File: src/design/oqkr_pkg.sv
// Package for the ordered queue with keyed remove.
// Holds mode and status codes used by the top level and field widths shared with the interfaces.
package oqkr_pkg;
   localparam logic [2:0] MODE_APPEND = 3'd0;
   localparam logic [2:0] MODE_POP    = 3'd1;
   localparam logic [2:0] MODE_REMOVE = 3'd2;
   localparam logic [2:0] MODE_LOOKUP = 3'd3;
   localparam logic [2:0] MODE_CLEAR  = 3'd4;

   localparam logic [1:0] ST_OK   = 2'd0;
   localparam logic [1:0] ST_MISS = 2'd1;
   localparam logic [1:0] ST_FULL = 2'd2;

   localparam int HANDLE_BITS = 16;
   localparam int KEY_BITS    = 16;
endpackage

File: src/design/oqkr_if.sv
// Valid/ready channel interfaces for the ordered queue.
// Depends on oqkr_pkg for field widths.
interface oqkr_req_if;
   logic                             valid;
   logic                             ready;
   logic [2:0]                       mode;
   logic [oqkr_pkg::KEY_BITS-1:0]    key_id;
   logic [oqkr_pkg::HANDLE_BITS-1:0] entry_handle;
   modport source (output valid, mode, key_id, entry_handle, input ready);
   modport sink   (input valid, mode, key_id, entry_handle, output ready);
endinterface

interface oqkr_rsp_if;
   logic                             valid;
   logic                             ready;
   logic [1:0]                       status;
   logic [oqkr_pkg::KEY_BITS-1:0]    out_id;
   logic [oqkr_pkg::HANDLE_BITS-1:0] out_handle;
   logic [4:0]                       count;
   modport source (output valid, status, out_id, out_handle, count, input ready);
   modport sink   (input valid, status, out_id, out_handle, count, output ready);
endinterface

File: src/design/ordered_queue_keyed_remove.sv
// Top level of the ordered queue with keyed remove.
// Depends on oqkr_pkg and the channel interfaces in oqkr_if.sv.
//
// Usage: items enter on req (mode, key_id, entry_handle); each gives one
// result on rsp (status, out_id, out_handle, count).
// The queue lives in a circular memory addressed by a head pointer.
// Append, clear, undefined modes and any operation on an empty queue go
// straight to the done state, which registers the result; pop first reads the head entry.
// Lookup reads one entry a cycle from the head until an entry matches or
// all n entries have been read without a match.
// Remove does the same search and then shifts each of the m later entries one
// place towards the head through the single read port, one read and one write
// per entry (no shift when the entry was at the head or the tail).
// One item is worked on at a time; req.ready is high only while idle with the
// result register empty or being taken in the same cycle, so a stalled
// receiver holds the result and blocks new items. The next item can enter in
// the cycle in which the result is taken.
// Reset empties the queue at once; memory contents are left as they are and
// only entries below the count are ever read.
module ordered_queue_keyed_remove #(
   parameter int CAPACITY = 16,
   parameter int ID_BITS  = 16
) (
   input  logic        clock,
   input  logic        reset,
   oqkr_req_if.sink    req,
   oqkr_rsp_if.source  rsp
);
   localparam int AW = (CAPACITY > 1) ? $clog2(CAPACITY) : 1;
   localparam int CW = $clog2(CAPACITY + 1);
   localparam int DW = ID_BITS + oqkr_pkg::HANDLE_BITS;

   localparam logic [2:0] S_IDLE  = 3'd0;
   localparam logic [2:0] S_SRCH  = 3'd1;
   localparam logic [2:0] S_SHRD  = 3'd2;
   localparam logic [2:0] S_SHWR  = 3'd3;
   localparam logic [2:0] S_DONE  = 3'd4;

   logic [DW-1:0] mem [CAPACITY];
   logic [DW-1:0] rd_data_ff;
   logic          rd_en;
   logic [AW-1:0] rd_addr;
   logic          wr_en;
   logic [AW-1:0] wr_addr;
   logic [DW-1:0] wr_data;

   always_ff @(posedge clock) begin
      if (wr_en) mem[wr_addr] <= wr_data;
      if (rd_en) rd_data_ff <= mem[rd_addr];
   end

   logic [2:0]    state_ff, state_in;
   logic [AW-1:0] head_ff, head_in;
   logic [CW-1:0] occ_ff, occ_in;
   logic [CW-1:0] pos_ff, pos_in;      // logical index being read
   logic [2:0]    mode_ff, mode_in;
   logic [ID_BITS-1:0] key_ff, key_in;
   logic [1:0]    st_ff, st_in;
   logic [DW-1:0] res_ff, res_in;
   logic          rv_ff, rv_in;
   logic [1:0]    ost_ff, ost_in;
   logic [DW-1:0] ores_ff, ores_in;
   logic [CW-1:0] ocnt_ff, ocnt_in;

   function automatic logic [AW-1:0] phys(input logic [AW-1:0] h, input logic [CW-1:0] p);
      logic [CW:0] s;
      s = {{(CW+1-AW){1'b0}}, h} + {1'b0, p};
      if (s >= (CW+1)'(CAPACITY)) s = s - (CW+1)'(CAPACITY);
      return s[AW-1:0];
   endfunction

   assign req.ready = (state_ff == S_IDLE) && (!rv_ff || rsp.ready);
   wire accept = req.valid && req.ready;

   always_comb begin
      state_in = state_ff; head_in = head_ff; occ_in = occ_ff; pos_in = pos_ff;
      mode_in = mode_ff; key_in = key_ff; st_in = st_ff; res_in = res_ff;
      rv_in = rv_ff; ost_in = ost_ff; ores_in = ores_ff; ocnt_in = ocnt_ff;
      rd_en = 1'b0; rd_addr = phys(head_ff, pos_ff);
      wr_en = 1'b0; wr_addr = phys(head_ff, pos_ff); wr_data = rd_data_ff;
      if (rsp.valid && rsp.ready) rv_in = 1'b0;
      case (state_ff)
         S_IDLE: if (accept) begin
            mode_in = req.mode; key_in = ID_BITS'(req.key_id);
            st_in = oqkr_pkg::ST_MISS; res_in = '0; pos_in = '0;
            state_in = S_DONE;
            case (req.mode)
               oqkr_pkg::MODE_APPEND: begin
                  if (occ_ff < CW'(CAPACITY)) begin
                     wr_en = 1'b1; wr_addr = phys(head_ff, occ_ff);
                     wr_data = {ID_BITS'(req.key_id), req.entry_handle};
                     occ_in = occ_ff + 1'b1; st_in = oqkr_pkg::ST_OK;
                  end else st_in = oqkr_pkg::ST_FULL;
               end
               oqkr_pkg::MODE_CLEAR: begin
                  occ_in = '0; st_in = oqkr_pkg::ST_OK;
               end
               oqkr_pkg::MODE_POP, oqkr_pkg::MODE_REMOVE, oqkr_pkg::MODE_LOOKUP:
                  if (occ_ff != '0) begin
                     rd_en = 1'b1; rd_addr = phys(head_ff, '0); state_in = S_SRCH;
                  end
               default: ;
            endcase
         end
         S_SRCH: begin
            // rd_data_ff holds the entry at pos_ff.
            if (mode_ff == oqkr_pkg::MODE_POP ||
                rd_data_ff[DW-1 -: ID_BITS] == key_ff) begin
               st_in = oqkr_pkg::ST_OK; res_in = rd_data_ff;
               if (mode_ff == oqkr_pkg::MODE_LOOKUP) state_in = S_DONE;
               else if (pos_ff == '0) begin
                  head_in = phys(head_ff, CW'(1)); occ_in = occ_ff - 1'b1;
                  state_in = S_DONE;
               end else if (pos_ff + 1'b1 >= occ_ff) begin
                  occ_in = occ_ff - 1'b1; state_in = S_DONE;
               end else begin
                  rd_en = 1'b1; rd_addr = phys(head_ff, pos_ff + 1'b1);
                  state_in = S_SHWR;
               end
            end else if (pos_ff + 1'b1 >= occ_ff) state_in = S_DONE;
            else begin
               pos_in = pos_ff + 1'b1; rd_en = 1'b1;
               rd_addr = phys(head_ff, pos_ff + 1'b1);
            end
         end
         S_SHWR: begin
            // Move the entry after pos_ff down into pos_ff.
            wr_en = 1'b1; wr_addr = phys(head_ff, pos_ff);
            pos_in = pos_ff + 1'b1;
            if (pos_ff + CW'(2) >= occ_ff) begin
               occ_in = occ_ff - 1'b1; state_in = S_DONE;
            end else state_in = S_SHRD;
         end
         S_SHRD: begin
            rd_en = 1'b1; rd_addr = phys(head_ff, pos_ff + 1'b1); state_in = S_SHWR;
         end
         S_DONE: begin
            rv_in = 1'b1; ost_in = st_ff; ores_in = res_ff; ocnt_in = occ_ff;
            state_in = S_IDLE;
         end
         default: state_in = S_IDLE;
      endcase
   end

   always_ff @(posedge clock) begin
      if (reset) begin
         state_ff <= S_IDLE; head_ff <= '0; occ_ff <= '0; rv_ff <= 1'b0;
      end else begin
         state_ff <= state_in; head_ff <= head_in; occ_ff <= occ_in; rv_ff <= rv_in;
      end
      pos_ff <= pos_in; mode_ff <= mode_in; key_ff <= key_in; st_ff <= st_in;
      res_ff <= res_in; ost_ff <= ost_in; ores_ff <= ores_in; ocnt_ff <= ocnt_in;
   end

   assign rsp.valid      = rv_ff;
   assign rsp.status     = ost_ff;
   assign rsp.out_id     = oqkr_pkg::KEY_BITS'(ores_ff[DW-1 -: ID_BITS]);
   assign rsp.out_handle = ores_ff[oqkr_pkg::HANDLE_BITS-1:0];
   assign rsp.count      = 5'(ocnt_ff);

`ifndef ASSERT_OFF
   a_occ_range: assert property (@(posedge clock) disable iff (reset)
      occ_ff <= CW'(CAPACITY)) else $error("occupancy above capacity");
   a_no_accept_busy: assert property (@(posedge clock) disable iff (reset)
      (state_ff != S_IDLE) |-> !req.ready) else $error("ready while busy");
   a_rsp_hold: assert property (@(posedge clock) disable iff (reset)
      (rsp.valid && !rsp.ready) |=> (rsp.valid && $stable(ocnt_ff)))
      else $error("result dropped while stalled");
`endif
endmodule
File: src/flat_wrapper.sv
// flat-port wrapper written by rule: the top's interface ports become plain ports
module ordered_queue_keyed_remove_flat 
#(
   parameter int CAPACITY = 16,
   parameter int ID_BITS  = 16
)
  (clock, reset, req_valid, req_mode, req_key_id, req_entry_handle, req_ready, rsp_valid, rsp_status, rsp_out_id, rsp_out_handle, rsp_count, rsp_ready);
  oqkr_req_if req_i ();
  oqkr_rsp_if rsp_i ();
  input  logic clock;
  input  logic reset;
  input wire logic [$bits(req_i.valid)-1:0] req_valid;
  input wire logic [$bits(req_i.mode)-1:0] req_mode;
  input wire logic [$bits(req_i.key_id)-1:0] req_key_id;
  input wire logic [$bits(req_i.entry_handle)-1:0] req_entry_handle;
  output wire logic [$bits(req_i.ready)-1:0] req_ready;
  output wire logic [$bits(rsp_i.valid)-1:0] rsp_valid;
  output wire logic [$bits(rsp_i.status)-1:0] rsp_status;
  output wire logic [$bits(rsp_i.out_id)-1:0] rsp_out_id;
  output wire logic [$bits(rsp_i.out_handle)-1:0] rsp_out_handle;
  output wire logic [$bits(rsp_i.count)-1:0] rsp_count;
  input wire logic [$bits(rsp_i.ready)-1:0] rsp_ready;
  assign req_i.valid = req_valid;
  assign req_i.mode = req_mode;
  assign req_i.key_id = req_key_id;
  assign req_i.entry_handle = req_entry_handle;
  assign req_ready = req_i.ready;
  assign rsp_valid = rsp_i.valid;
  assign rsp_status = rsp_i.status;
  assign rsp_out_id = rsp_i.out_id;
  assign rsp_out_handle = rsp_i.out_handle;
  assign rsp_count = rsp_i.count;
  assign rsp_i.ready = rsp_ready;
  ordered_queue_keyed_remove #(.CAPACITY(CAPACITY), .ID_BITS(ID_BITS)) u_core (.clock(clock), .reset(reset), .req(req_i), .rsp(rsp_i));
endmodule
File: config.mk
export PLATFORM = sky130hd
export DESIGN_NAME = ordered_queue_keyed_remove_flat
export DESIGN_NICKNAME = d
export VERILOG_FILES = /design/src/design/oqkr_pkg.sv /design/src/design/oqkr_if.sv /design/src/design/ordered_queue_keyed_remove.sv /design/src/flat_wrapper.sv
export SDC_FILE = /design/constraint.sdc
export NUM_CORES = 1
export LEC_CHECK = 0
export BUFFER_PORTS_ARGS = -buffer_cell sky130_fd_sc_hd__clkbuf_2
export CORE_MARGIN = 1.5
export CORE_UTILIZATION = 30
export CTS_CLUSTER_DIAMETER = 80
export DETAILED_ROUTE_END_ITERATION = 16
export PLACE_DENSITY = 0.43
export RECOVER_POWER = 50
export SLEW_MARGIN = 20
export SYNTH_ARGS = -nofsm -noshare
export SYNTH_HDL_FRONTEND = slang
export SYNTH_SLANG_ARGS = --single-unit
File: constraint.sdc
create_clock -name clock -period 3.9 [get_ports clock]
set_clock_uncertainty 0.1 [all_clocks]
set_input_delay 0.78 -clock clock [delete_from_list [all_inputs] [get_ports clock]]
set_output_delay 0.78 -clock clock [all_outputs]
set_load 0.02 [all_outputs]
### Word-level counts from Yosys, hierarchy flattened

Memory sizes are Yosys's and may differ from the RTL's. A register that Yosys moved wholly into a read port is not among the register bits.
Index checks and enable logic that the tools add are counted.
Widths: inputs -> output; s select.

* flip-flop bits (word level): 110
* memory bits (writable): 512
* input port bits: 39
* output and inout port bits: 41
* logic and storage cells: 144
* memories: 1

Memories
* u_core.mem: words 16, width 32, rd ports 1, clocked after memory_dff 1, write ports 1, RTL line ordered_queue_keyed_remove.sv:39 `logic [DW-1:0] mem [CAPACITY];`

* add/subtract/negate cells: 13
* $lt $le $gt $ge: 8
* equal/unequal tests: 21
* multiplexer cells: 68
* bitwise logic cells: 1
* reduce and logical (&&, ||, !) cells: 20

Operator list (count)
* $mux 32: 6
* $mux 4: 16
* $pmux 32 s2: 1
* $mux 5: 10
* $pmux 5 s3: 2
* $mux 3: 9
* $sub 4x1->4 const B: 5
* $add 4x5->6: 3
* $ge 6x5->1 const B: 3
* $eq 16x16->1: 1
* $eq 3x2->1 const B: 5
* $mux 1: 14
* $pmux 3 s4: 1
* $pmux 4 s3: 1
* $add 5x1->5 const B: 2
* $ge 5x5->1: 2
* $pmux 5 s2: 1
* $eq 3x1->1 const B: 3
* $pmux 2 s2: 2
* $reduce_and 4->1: 2
* $reduce_and 8->1: 1
* $eq 3x3->1 const B: 2
* $logic_not 3->1: 2
* $mux 2: 3
* other kinds (23): 34

### Logic depth before layout (Yosys ltp)

Gate-level depths: netlist of the first run.

* depth after elaboration: 9
* gate-level depth with buffers: 15
* mapped depth without buffers: 13

### Worst setup path after synthesis of the first run

No wires, ideal clock.

* path type: register to register
* start point: register u_core.pos_ff[2]
* end point: register u_core.rd_data_ff[0], read port of u_core.mem, enable pin
* setup time: 0.421 ns
* data arrival time: 3.686 ns
* required time: 3.379 ns
* slack: -0.307 ns
* cell stages (with the launch flop): 11
* buffers on the path: 0
* period minus slack after synthesis: 4.207 ns
* path through: edfxtp_1 > ha_1 > nand2_1 > xnor2_1 > ha_1 > or3_1 > o22a_1 > a211oi_1 > a21boi_2 > nor3_1 > nor2_1

* elaborated cells between the ends (all ways): 24
* those cells by class: 5 x add/sub; 3 x order compare; 15 x mux; 1 x reduce/logical

RTL lines
* start: declaration: RTL line ordered_queue_keyed_remove.sv:55 `logic [CW-1:0] pos_ff, pos_in;`
* start signal: assignment: RTL line ordered_queue_keyed_remove.sv:151 `pos_ff <= pos_in; mode_ff <= mode_in; key_ff <= key_in; st_ff <= st_in;`
* $add 5x1->5: RTL line ordered_queue_keyed_remove.sv:114, ordered_queue_keyed_remove.sv:120
* $ge 5x5->1: RTL line ordered_queue_keyed_remove.sv:114, ordered_queue_keyed_remove.sv:120
* $mux 1: RTL line ordered_queue_keyed_remove.sv:114, ordered_queue_keyed_remove.sv:120
* $mux 1: RTL line ordered_queue_keyed_remove.sv:111 `else if (pos_ff == '0) begin`
* $mux 1: RTL line ordered_queue_keyed_remove.sv:110 `if (mode_ff == oqkr_pkg::MODE_LOOKUP) state_in = S_DONE;`
* $mux 1 (*): RTL line ordered_queue_keyed_remove.sv:107 `if (mode_ff == oqkr_pkg::MODE_POP ||`
* $pmux 1 s3 (*): RTL line ordered_queue_keyed_remove.sv:82 `case (state_ff)`
* named net u_core.rd_en: RTL line ordered_queue_keyed_remove.sv:41 `logic rd_en;`
* end: declaration: RTL line ordered_queue_keyed_remove.sv:40 `logic [DW-1:0] rd_data_ff;`

Mark *: on every way through the listed nets, which the timed path passes. The rest lies on a longest branch.
A chain may end at the register's enable or synchronous reset.

### Final worst setup path of the first run

* start point: register u_core.pos_ff[1]
* end point: register u_core.rd_data_ff[28], read port of u_core.mem, data pin

* word-level cells in the longest chain between the ends: 9
* elaborated cells between the ends (all ways): 24
* those cells by class: 5 x add/sub; 3 x order compare; 15 x mux; 1 x reduce/logical

RTL lines
* $add 5x1->5
* $add 4x5->6: RTL line ordered_queue_keyed_remove.sv:67 `s = {{(CW+1-AW){1'b0}}, h} + {1'b0, p};`
* $ge 6x5->1 or $sub 4x1->4 (tied branches): RTL line ordered_queue_keyed_remove.sv:68 `if (s >= (CW+1)'(CAPACITY)) s = s - (CW+1)'(CAPACITY);`
* $mux 4: RTL line ordered_queue_keyed_remove.sv:68
* $mux 4: RTL line ordered_queue_keyed_remove.sv:114, ordered_queue_keyed_remove.sv:120
* $mux 4: RTL line ordered_queue_keyed_remove.sv:111
* $mux 4: RTL line ordered_queue_keyed_remove.sv:110
* $mux 4: RTL line ordered_queue_keyed_remove.sv:107
* $pmux 4 s3: RTL line ordered_queue_keyed_remove.sv:82

Several ways; a longest one is shown, not always the timed one.

==> out/summary.md, run 1 <==
The flow ran to the end, but the final reports show violations. The final reports fail on capacitance limit, setup timing. The worst IR drop on VDD was 0.6964 mV. The critical path is of the flop to flop type. After routing the design area is 0.03334 sq mm.

The power consumption is 34.29 mW. The total negative setup slack is -1.376 ns. The initial utilization of the core area, before any placement, comes to 30.43%. The biggest area contributor in the post-synthesis netlist is sky130_fd_sc_hd__edfxtp_1. The most numerous cell on the critical path was sky130_fd_sc_hd__ha_2. Across every metal layer, demand over resource in global routing totals 17.46%.

The first TritonRoute pass finished after 5 iterations. The die covers 0.09201 sq mm. The run gives 30 as the total of endpoints with negative setup slack in the final report. Across the whole layout, storage elements account for 0.01951 sq mm. Clock latency on the worst-skew pair, taken at its later pin, is 0.61 ns. The first global-routing pass estimated 117.7 mm of wire. For the via count of the first global-routing pass, the log shows 17198. For this run, the register share of the synthesized area comes to 72.10%.

The tools report the met1 usage in global routing as 24.89%. The library cell used most frequently in the layout, excluding fill and tap cells, is sky130_fd_sc_hd__edfxtp_1. Minimum period implied by the final worst setup slack: 4.037 ns. Critical register-to-register path startpoint: u_core.pos_ff[1]. For the gate count after technology mapping, the log shows 1915. In the final routed layout, each cell accounts on average for 24.26 microns. The delay of the slowest cell on the worst path was 0.43 ns; the worst hold slack after final layout was 0.2892 ns. In this run, post-CTS hold repair placed 0 buffers.

The tools report the static leakage as 11.36 nW. Traced cell by cell, the critical path runs through ha_2, nand2_2, xnor2_2, ha_2, or3_4, o22a_1, a2111oi_4, o21ba_4, a21o_1, a22oi_2, buf_6, buf_12, buf_16, a311oi_4, a32oi_2, nand3_2. Of the cells placed in the final design, the portion with a size suffix greater than 1 is 17.45%. Setup repair after global routing could not meet its margin everywhere.

The slowest stage of the critical path is the sky130_fd_sc_hd__edfxtp_1 cell. The final worst setup slack is -0.1368 ns. The hold violation count in the final report is 0, and the die height is 303.3 microns. The hold-critical path depth was 1.

The clock tree synthesis step divided the H-tree into 3 levels. Yosys attributes the largest share of cell area to sky130_fd_sc_hd__edfxtp_1 (71%), sky130_fd_sc_hd__nand3_1 (4.8%), sky130_fd_sc_hd__o21ai_0 (2.6%). Die extent in x: 303.3 microns. The routed design has 81.36 mm of wire. The row count came out at 109. The number of nets in the synthesized netlist is 1982. The area of the multi-input gates came out at 0.007283 sq mm.

After clock tree synthesis, the clock-pin slew on the worst setup and hold paths is 0.06 ns. The tools report the number of antenna violations at the first check in global routing as 3. The tools report the number of maximum-capacitance violations as 1. The worst hold path belongs to the class input port to flop. Headroom to the max-slew limit came out at 0.6571%.

The number of enable-type register cells in the synthesized netlist came out at 641. The cell family with the largest share of critical-path delay is compound AO/OA/AOI/OAI gates. The share of the synthesized area in the top cell type came out at 71.14%.

The layout has 8393 filler cells. Library cell used as clock root buffer: sky130_fd_sc_hd__clkbuf_16. The tools report the fraction of met2 tracks used by global routing as 27.35%. Via count: 17447.

The post-detailed-route via-to-cell ratio is 5.202, and the global placement routability congestion is 0.8155. The total overflow left after global routing is 0. The run gives -0.3370 ns as the worst setup slack before clock tree synthesis.

The most used flip-flop cell after synthesis was sky130_fd_sc_hd__edfxtp_1. In this run the critical register-to-register path is captured at u_core.rd_data_ff[28]. The layout-stage area growth over the synthesis result was 23.23%; the number of synthesized register bits was 654.

The critical path contains buffers and inverters numbering 3 combined. After the last flow step, the layout net total stands at 2200. The critical path starts at u_core.pos_ff[1].

The longest clock path from root to sink contains 3 buffers. Counting every sink on the clock net gives 654. For hold timing, the worst endpoint is u_core.key_ff[14].

The tools report the critical hold path startpoint as req_key_id[14]. The wire-length estimate of the detail-placed layout is 49.12 mm. TritonCTS built the clock tree. Entering global routing, the biggest net connects 37 pins. Pin placement for this block handled 80 I/O pins.

The worst setup path is captured at a flop. STA puts the critical path data required time at 4.12 ns. Summing every instance area after synthesis gives 0.02706 sq mm. The tools report the count of synthesis-stage warnings from yosys as 0. The slack of the worst reg-to-reg path is -0.14 ns, and the timing-limited maximum frequency is 247.7 MHz. The run gives 3.277% as the global routing met3 resource utilization. The max-slew violation total from the final report was 0. In this run the tool buffered the top-level ports with 79 buffer cells. The region available for standard cell placement spans 0.08892 sq mm. For the cell area reported after detailed placement, the log shows 0.03043 sq mm.

Of the available clock period, the critical path in the final layout requires 103.5%. The depth of the most critical reg-to-reg path is 16. Once detail routing completed, the nets flagged for antenna violations numbered 0. Counting distinct cell types in the post-synthesis netlist gives 66.

In this run, CTS created clock tree buffers numbering 72. The number of antenna diodes in the final layout is 0. Leaving out fill and tap cells, the most frequent cells in the layout are sky130_fd_sc_hd__edfxtp_1 (641), sky130_fd_sc_hd__nand3_1 (257), sky130_fd_sc_hd__nand2_1 (182).

The data arrival time at the worst-slack endpoint was 4.26 ns. For this run, asynchronously set or reset flops after synthesis account for 0%. The highest net fanout along the worst path came out at 13.

In this run the power density over the cells is 1028 mW/mm^2. The mean cell area of the mapped netlist works out to 14.13 sq um. The transition at the pin with the smallest max-transition slack works out to 1.490 ns. In this run the most used layer during global routing was met2. After the first detailed-routing iteration, the DRC count stood at 1511. For the total DRC errors in the routed layout, the log shows 0. The sort of element at the start of the critical path is a flop.
## worst register-to-register path: stages (launching register included)
cell and delay (ns):
sky130_fd_sc_hd__edfxtp_1 0.43, sky130_fd_sc_hd__ha_2 0.22, sky130_fd_sc_hd__nand2_2 0.06, sky130_fd_sc_hd__xnor2_2 0.15, sky130_fd_sc_hd__ha_2 0.21, sky130_fd_sc_hd__or3_4 0.36, sky130_fd_sc_hd__o22a_1 0.24, sky130_fd_sc_hd__a2111oi_4 0.38
sky130_fd_sc_hd__o21ba_4 0.25, sky130_fd_sc_hd__a21o_1 0.19, sky130_fd_sc_hd__a22oi_2 0.13, sky130_fd_sc_hd__buf_6 0.14, sky130_fd_sc_hd__buf_12 0.16, sky130_fd_sc_hd__buf_16 0.19, sky130_fd_sc_hd__a311oi_4 0.11, sky130_fd_sc_hd__a32oi_2 0.26
sky130_fd_sc_hd__nand3_2 0.16
## worst max path at each step
stage	end	slack, ns	cells after the start
4_1_cts	u_core.rd_data_ff[28]	-0.08	16
3_3_place_gp	u_core.rd_data_ff[28]	-0.35	15
2_1_floorplan	u_core.mem[5][0]	-0.13	9
6_report	u_core.rd_data_ff[28]	-0.14	16
5_1_grt	u_core.rd_data_ff[15]	-0.31	17
3_5_place_dp	u_core.rd_data_ff[28]	-0.34	15
## timing repair
action	4_1_cts	5_1_grt
setup buffers	12	9
setup endpoints to repair	31	32
gates cloned	4	8
resized for setup	34	34
pin swaps	14	44
## sequential cells by signal, summed over array words and instances, names as in the netlist
name	count
u_core.head_ff	4
u_core.key_ff	16
u_core.mem	512
u_core.mode_ff	3
u_core.occ_ff	5
u_core.ores_ff	32
u_core.pos_ff	5
u_core.rd_data_ff	32
u_core.res_ff	32
u_core.rsp.count	5
u_core.rsp.status	2
u_core.rsp.valid	1
u_core.st_ff	2
u_core.state_ff	3
## Yosys cell counts (2+ instances only)
cell type,n
sky130_fd_sc_hd__and3_1,5
sky130_fd_sc_hd__and2_1,38
sky130_fd_sc_hd__edfxtp_1,641
sky130_fd_sc_hd__clkbuf_1,86
sky130_fd_sc_hd__xor2_1,23
sky130_fd_sc_hd__a21o_1,6
sky130_fd_sc_hd__nor3_1,8
sky130_fd_sc_hd__o21ai_1,6
sky130_fd_sc_hd__ha_1,25
sky130_fd_sc_hd__a311oi_1,33
sky130_fd_sc_hd__nor4_1,5
sky130_fd_sc_hd__o22ai_1,3
sky130_fd_sc_hd__nor2b_1,2
sky130_fd_sc_hd__buf_4,5
sky130_fd_sc_hd__o211ai_1,4
sky130_fd_sc_hd__a31oi_1,2
sky130_fd_sc_hd__clkbuf_4,3
sky130_fd_sc_hd__nor4b_2,3
sky130_fd_sc_hd__inv_1,15
sky130_fd_sc_hd__nand4_1,2
sky130_fd_sc_hd__mux2i_1,66
sky130_fd_sc_hd__a221o_1,64
sky130_fd_sc_hd__a211oi_1,4
sky130_fd_sc_hd__nand3_1,261
sky130_fd_sc_hd__o21ai_0,140
sky130_fd_sc_hd__nand2_1,185
sky130_fd_sc_hd__a21oi_1,85
sky130_fd_sc_hd__dfxtp_1,13
sky130_fd_sc_hd__a21boi_0,2
sky130_fd_sc_hd__buf_6,6
sky130_fd_sc_hd__or3_1,4
sky130_fd_sc_hd__nor2_1,45
sky130_fd_sc_hd__o21a_1,5
sky130_fd_sc_hd__buf_2,41
sky130_fd_sc_hd__and4_1,3
sky130_fd_sc_hd__fa_1,3
sky130_fd_sc_hd__a32oi_1,34
sky130_fd_sc_hd__xnor2_1,8
sky130_fd_sc_hd__nand2b_1,3
sky130_fd_sc_hd__o31a_1,2
## cell families (layout without fill, tap and decap cells)
| family | after synthesis | in the layout | share of synthesized area (%) |
|---|---|---|---|
| buf+inv | 156 | 430 | 2.631 |
| fa+ha+maj | 28 | 28 | 1.378 |
| simple gates | 570 | 570 | 9.983 |
| mux | 67 | 67 | 2.483 |
| compound gates | 408 | 408 | 10.34 |
| xor+xnor | 32 | 32 | 1.087 |
| flops | 654 | 654 | 72.10 |
## area by class of cell
cell class,count,area share (%)
Sequential cell,654,58.51
Clock inverter,30,0.8406
Clock buffer,100,5.876
Timing Repair Buffer,285,8.391
Inverter,15,0.1689
Tap cell,1165,4.372
Multi-Input combinational cell,1105,21.84
## metal layers
| layer | vias up | wire length, microns |
|---|---|---|
| li1 | 7902 | - |
| met1 | 8865 | 37380 |
| met2 | 565 | 37360 |
| met3 | 107 | 5045 |
| met4 | 8 | 1538 |
| met5 | - | 44 |
## metrics by stage
stage,util (%),instances
finish,37.50,3354
global route,37.50,3354
CTS,37.19,3337
detailed placement,34.22,3191
global placement,34.22,3191
floorplan,-,1915
## where the power goes
part	internal, mW	switching (mW)
logic	7.12	10.4
registers	9.75	0.457
clock network	3.84	2.73
total	20.7	13.6
Power figures use the tool's default switching activity.
==> run 2: changes to the inputs <==
- CORE_ASPECT_RATIO: unset -> 1.75
- CTS_BUF_LIST: unset -> sky130_fd_sc_hd__clkbuf_8 sky130_fd_sc_hd__clkbuf_16
==> out/summary.md, run 2 (synthesized netlist as in run 1, its figures left out) <==
The run gives 3 (unchanged) as the maximum clock path buffer count. The register ranked first by flip-flop count is u_core.mem (unchanged). The clock-pin slew reported for the worst setup and hold paths after clock tree synthesis was 0.07 ns (was 0.06 ns); the worst hold slack after final layout was 0.2218 ns (was 0.2892 ns). Classification of the worst-slack hold path: input port to flop (unchanged). The total length of routed met2 wires was 45.64 mm (was 37.36 mm).

The logs give 17.2% (was 19.2%) for the fraction of power consumed by the clock network and 59 (was 72) for the number of clock buffers inserted by TritonCTS. The post-detailed-route via-to-cell ratio was 5.186 (was 5.202); the delay of the slowest cell on the worst path was 0.44 ns (was 0.43 ns). The tools report the last element of the critical path as u_core.rd_data_ff[29] (was u_core.rd_data_ff[28]).

For the total DRC errors in the routed layout, the log shows 0 (unchanged). For the hold violation count in the final report, the log shows 0 (unchanged). The fraction of power spent switching nets is 39.66% (was 39.59%), and the source-to-sink clock delay at the later pin of the worst-skew pair is 0.66 ns (was 0.61 ns). The tools report the total number of clock tree sinks as 654 (unchanged).

TritonCTS built the clock tree. The logs give 0.09208 sq mm (was 0.09201 sq mm) for the die area and 13.73 mW (was 13.58 mW) for the net switching power. Highest-count cells in the layout ignoring fill and taps: sky130_fd_sc_hd__edfxtp_1 (641), sky130_fd_sc_hd__nand3_1 (254), sky130_fd_sc_hd__nand2_1 (183) (was sky130_fd_sc_hd__edfxtp_1 (641), sky130_fd_sc_hd__nand3_1 (257), sky130_fd_sc_hd__nand2_1 (182)).

The number of maximum-capacitance violations is 0 (was 1), and the power density over the cells is 1036 mW/mm^2 (was 1028 mW/mm^2). The total overflow reported by the global router came out at 0 (unchanged). The minimum period implied by the final worst setup slack was 3.984 ns (was 4.037 ns). The number of antenna violations at the first check in global routing was 1 (was 3). Setup repair after global routing could not meet its margin everywhere. The tools report the share of total power in combinational logic as 53.6% (was 51.1%). The tools report the data arrival time at the worst-slack endpoint as 4.26 ns (about the same). The via count was 17478 (was 17447). The ratio of final minimum period to clock period is 102.2% (was 103.5%). The global router's overall resource usage came out at 18.03% (was 17.46%). The ratio of cells with drive above 1 in the final layout is 19.23% (was 17.45%). The count of pins on the block boundary is 80 (unchanged), and the die extent in x is 230.0 microns (was 303.3 microns). The remaining antenna violation count after routing was 0 (unchanged); the count of buffers inserted at the top-level ports was 79 (unchanged). The slack of the worst reg-to-reg path is -0.08 ns (was -0.14 ns).

The run gives 23 (was 30) as the total of endpoints with negative setup slack in the final report. For the max-slew headroom at the worst pin, the log shows 7.910% (was 0.6571%). The detailed router's first-iteration violation count was 1142 (was 1511); the pin count of the biggest net entering global routing was 49 (was 37). The run gives 84.27 mm (was 81.36 mm) as the total wirelength of the detailed-routed design. Cell type of the slowest stage on the worst timing path: sky130_fd_sc_hd__edfxtp_1 (unchanged). For the sum of routed wire segments on met1, the log shows 33.31 mm (was 37.38 mm). The critical hold path startpoint was req_key_id[5] (was req_key_id[14]). The tools report the row count as 145 (was 109). The cell area reported after detailed placement is 0.03065 sq mm (was 0.03043 sq mm). Failing checks: setup timing (was capacitance limit, setup timing). For the first-pass iteration count of the detailed router, the log shows 5 (unchanged). The tools report the maximum level of the CTS H-tree as 2 (was 3). For the via count of the first global-routing pass, the log shows 17696 (was 17198). For the diode insertion count for antenna repair, the log shows 0 (unchanged).

Area of the placeable core: 0.08926 sq mm (was 0.08892 sq mm). Chain of cells forming the critical path: ha_2, nand2_2, xnor2_2, ha_2, or3_4, o22a_4, a2111oi_4, o21ba_4, o21ai_2, a22oi_2, buf_6, buf_4, buf_8, buf_12, a21oi_1, a221o_1, nand3_1 (was ha_2, nand2_2, xnor2_2, ha_2, or3_4, o22a_1, a2111oi_4, o21ba_4, a21o_1, a22oi_2, buf_6, buf_12, buf_16, a311oi_4, a32oi_2, nand3_2). The required time at the endpoint of the critical path came out at 4.18 ns (was 4.12 ns). The highest metal layer with signal wires was met4 (was met5). The flip-flop count of the largest register after layout came out at 512 (unchanged). The static leakage came out at 11.43 nW (was 11.36 nW).

The tools report the sort of element at the start of the critical path as a flop (unchanged). The worst IR drop on VDD came out at 0.6367 mV (was 0.6964 mV). The max-slew violation total from the final report is 0 (unchanged), and the layout-stage area growth over the synthesis result is 23.48% (was 23.23%). The highest net fanout along the worst path is 10 (was 13). The final worst setup slack was -0.08435 ns (was -0.1368 ns).

The number of nets in the layout came out at 2210 (was 2200). The transition at the pin with the smallest max-transition slack is 1.381 ns (was 1.490 ns), and the placed wire-length estimate is 51.47 mm (was 49.12 mm). The tools report the critical register-to-register path startpoint as u_core.pos_ff[1] (unchanged). The hold buffer count at cts came out at 0 (unchanged). The endpoint of the most critical register-to-register path was u_core.rd_data_ff[29] (was u_core.rd_data_ff[28]).

The run gives 0.8202 (was 0.8155) as the global placement routability congestion. The starting utilization of the core area came out at 30.31% (was 30.43%). The flow ran to the end, but the final reports show violations.

The share of power burned in registers is 29.2% (was 29.8%). The most numerous cell on the critical path is sky130_fd_sc_hd__ha_2 (unchanged). The timing-limited maximum frequency was 251.0 MHz (was 247.7 MHz). The post-layout instance area came out at 0.03341 sq mm (was 0.03334 sq mm). The tools report the library cell used as clock root buffer as sky130_fd_sc_hd__clkbuf_16 (unchanged). The capturing element type of the critical path was a flop (unchanged). The beginning of the critical path was u_core.pos_ff[1] (unchanged). The depth of the most critical reg-to-reg path came out at 17 (was 16).

The routed length per instance was 25.01 microns (was 24.26 microns). The run gives 122.0 mm (was 117.7 mm) as the global-route wire length before repair. The type of the setup path with the least slack is flop to flop (unchanged). Internal cell power: 20.88 mW (was 20.71 mW). The total met3 wirelength after detailed routing is 2.933 mm (was 5.045 mm).

Die height: 400.3 microns (was 303.3 microns). The most common library cell in the layout ignoring fill and taps was sky130_fd_sc_hd__edfxtp_1 (unchanged).
-- run 2: cell types whose count changed in the layout (fill, tap and decap cells not counted), moves of 5 or more --
| cell | delta |
|---|---|
| sky130_fd_sc_hd__inv_1 | +11 |
| sky130_fd_sc_hd__and2_0 | -7 |
| sky130_fd_sc_hd__clkbuf_1 | -29 |
| sky130_fd_sc_hd__and2_1 | +7 |
| sky130_fd_sc_hd__clkbuf_16 | -20 |
| sky130_fd_sc_hd__a32oi_1 | -10 |
| sky130_fd_sc_hd__buf_12 | +9 |
| sky130_fd_sc_hd__buf_6 | +5 |
| sky130_fd_sc_hd__a32oi_2 | +10 |
| sky130_fd_sc_hd__buf_4 | +15 |
-- run 2: final cells by class --
cell class | count | area [sq um]
Fill cell | 8539 | 55850
Sequential cell | 654 | 19510
Multi-Input combinational cell | 1105 | 7400
Timing Repair Buffer | 308 | 3022
Clock buffer | 59 | 1476
Tap cell | 1176 | 1471
Clock inverter | 53 | 478.0
Inverter | 15 | 56.30
-- run 2: power groups by stage --
stage / Clock (mW) / Sequential [mW] / Combinational (mW)
CTS: 6.15 / 10.1 / 18.0
detailed placement: 0 / 10.3 / 16.3
global route: 6.35 / 10.2 / 19.9
finish: 5.97 / 10.1 / 18.5
floorplan: 0 / 10.2 / 8.53
global placement: 0 / 10.2 / 16.1
-- run 2: critical path, delay by kind of cell (launching register included) --
kind	cells	cell delay [ns]
buf+inv	4	0.55
flops	1	0.44
compound gates	7	1.52
simple gates	3	0.56
xor+xnor	1	0.14
fa+ha+maj	2	0.40
-- run 2: routing by layer --
metal | track usage (%) | vias to the layer above
li1 | - | 7918
met1 | 21.39 | 9021
met2 | 33.57 | 414
met3 | 2.057 | 125
met4 | 5.561 | 0
met5 | 0 | -
-- run 2: how the worst min path moves through the flow --
stage,end,cells after the start
2_1_floorplan,u_core.ores_ff[0],0
3_3_place_gp,u_core.ores_ff[2],0
3_5_place_dp,u_core.ores_ff[30],0
4_1_cts,u_core.key_ff[12],1
5_1_grt,u_core.key_ff[5],1
6_report,u_core.key_ff[5],1
-- run 2: through the flow --
stage / TNS [ns] / util [%] / setup WS [ns] / instances / power, mW
2_1_floorplan: -33.43 / - / -0.1254 / 1915 / 18.72
3_3_place_gp: -4.063 / 34.33 / -0.2170 / 3220 / 26.33
3_5_place_dp: -5.193 / 34.33 / -0.2775 / 3221 / 26.52
4_1_cts: -0.4674 / 37.18 / -0.04708 / 3355 / 34.22
5_1_grt: -5.453 / 37.43 / -0.2253 / 3370 / 36.42
6_report: -0.5962 / 37.43 / -0.08435 / 3370 / 34.61
-- run 2: what timing repair did --
item | in CTS | in global routing
endpoints found under the setup margin | 32 | 32
setup buffers | 16 | 13
resized for setup | 58 | 42
cloned | 6 | 2
pin swaps | 19 | 12
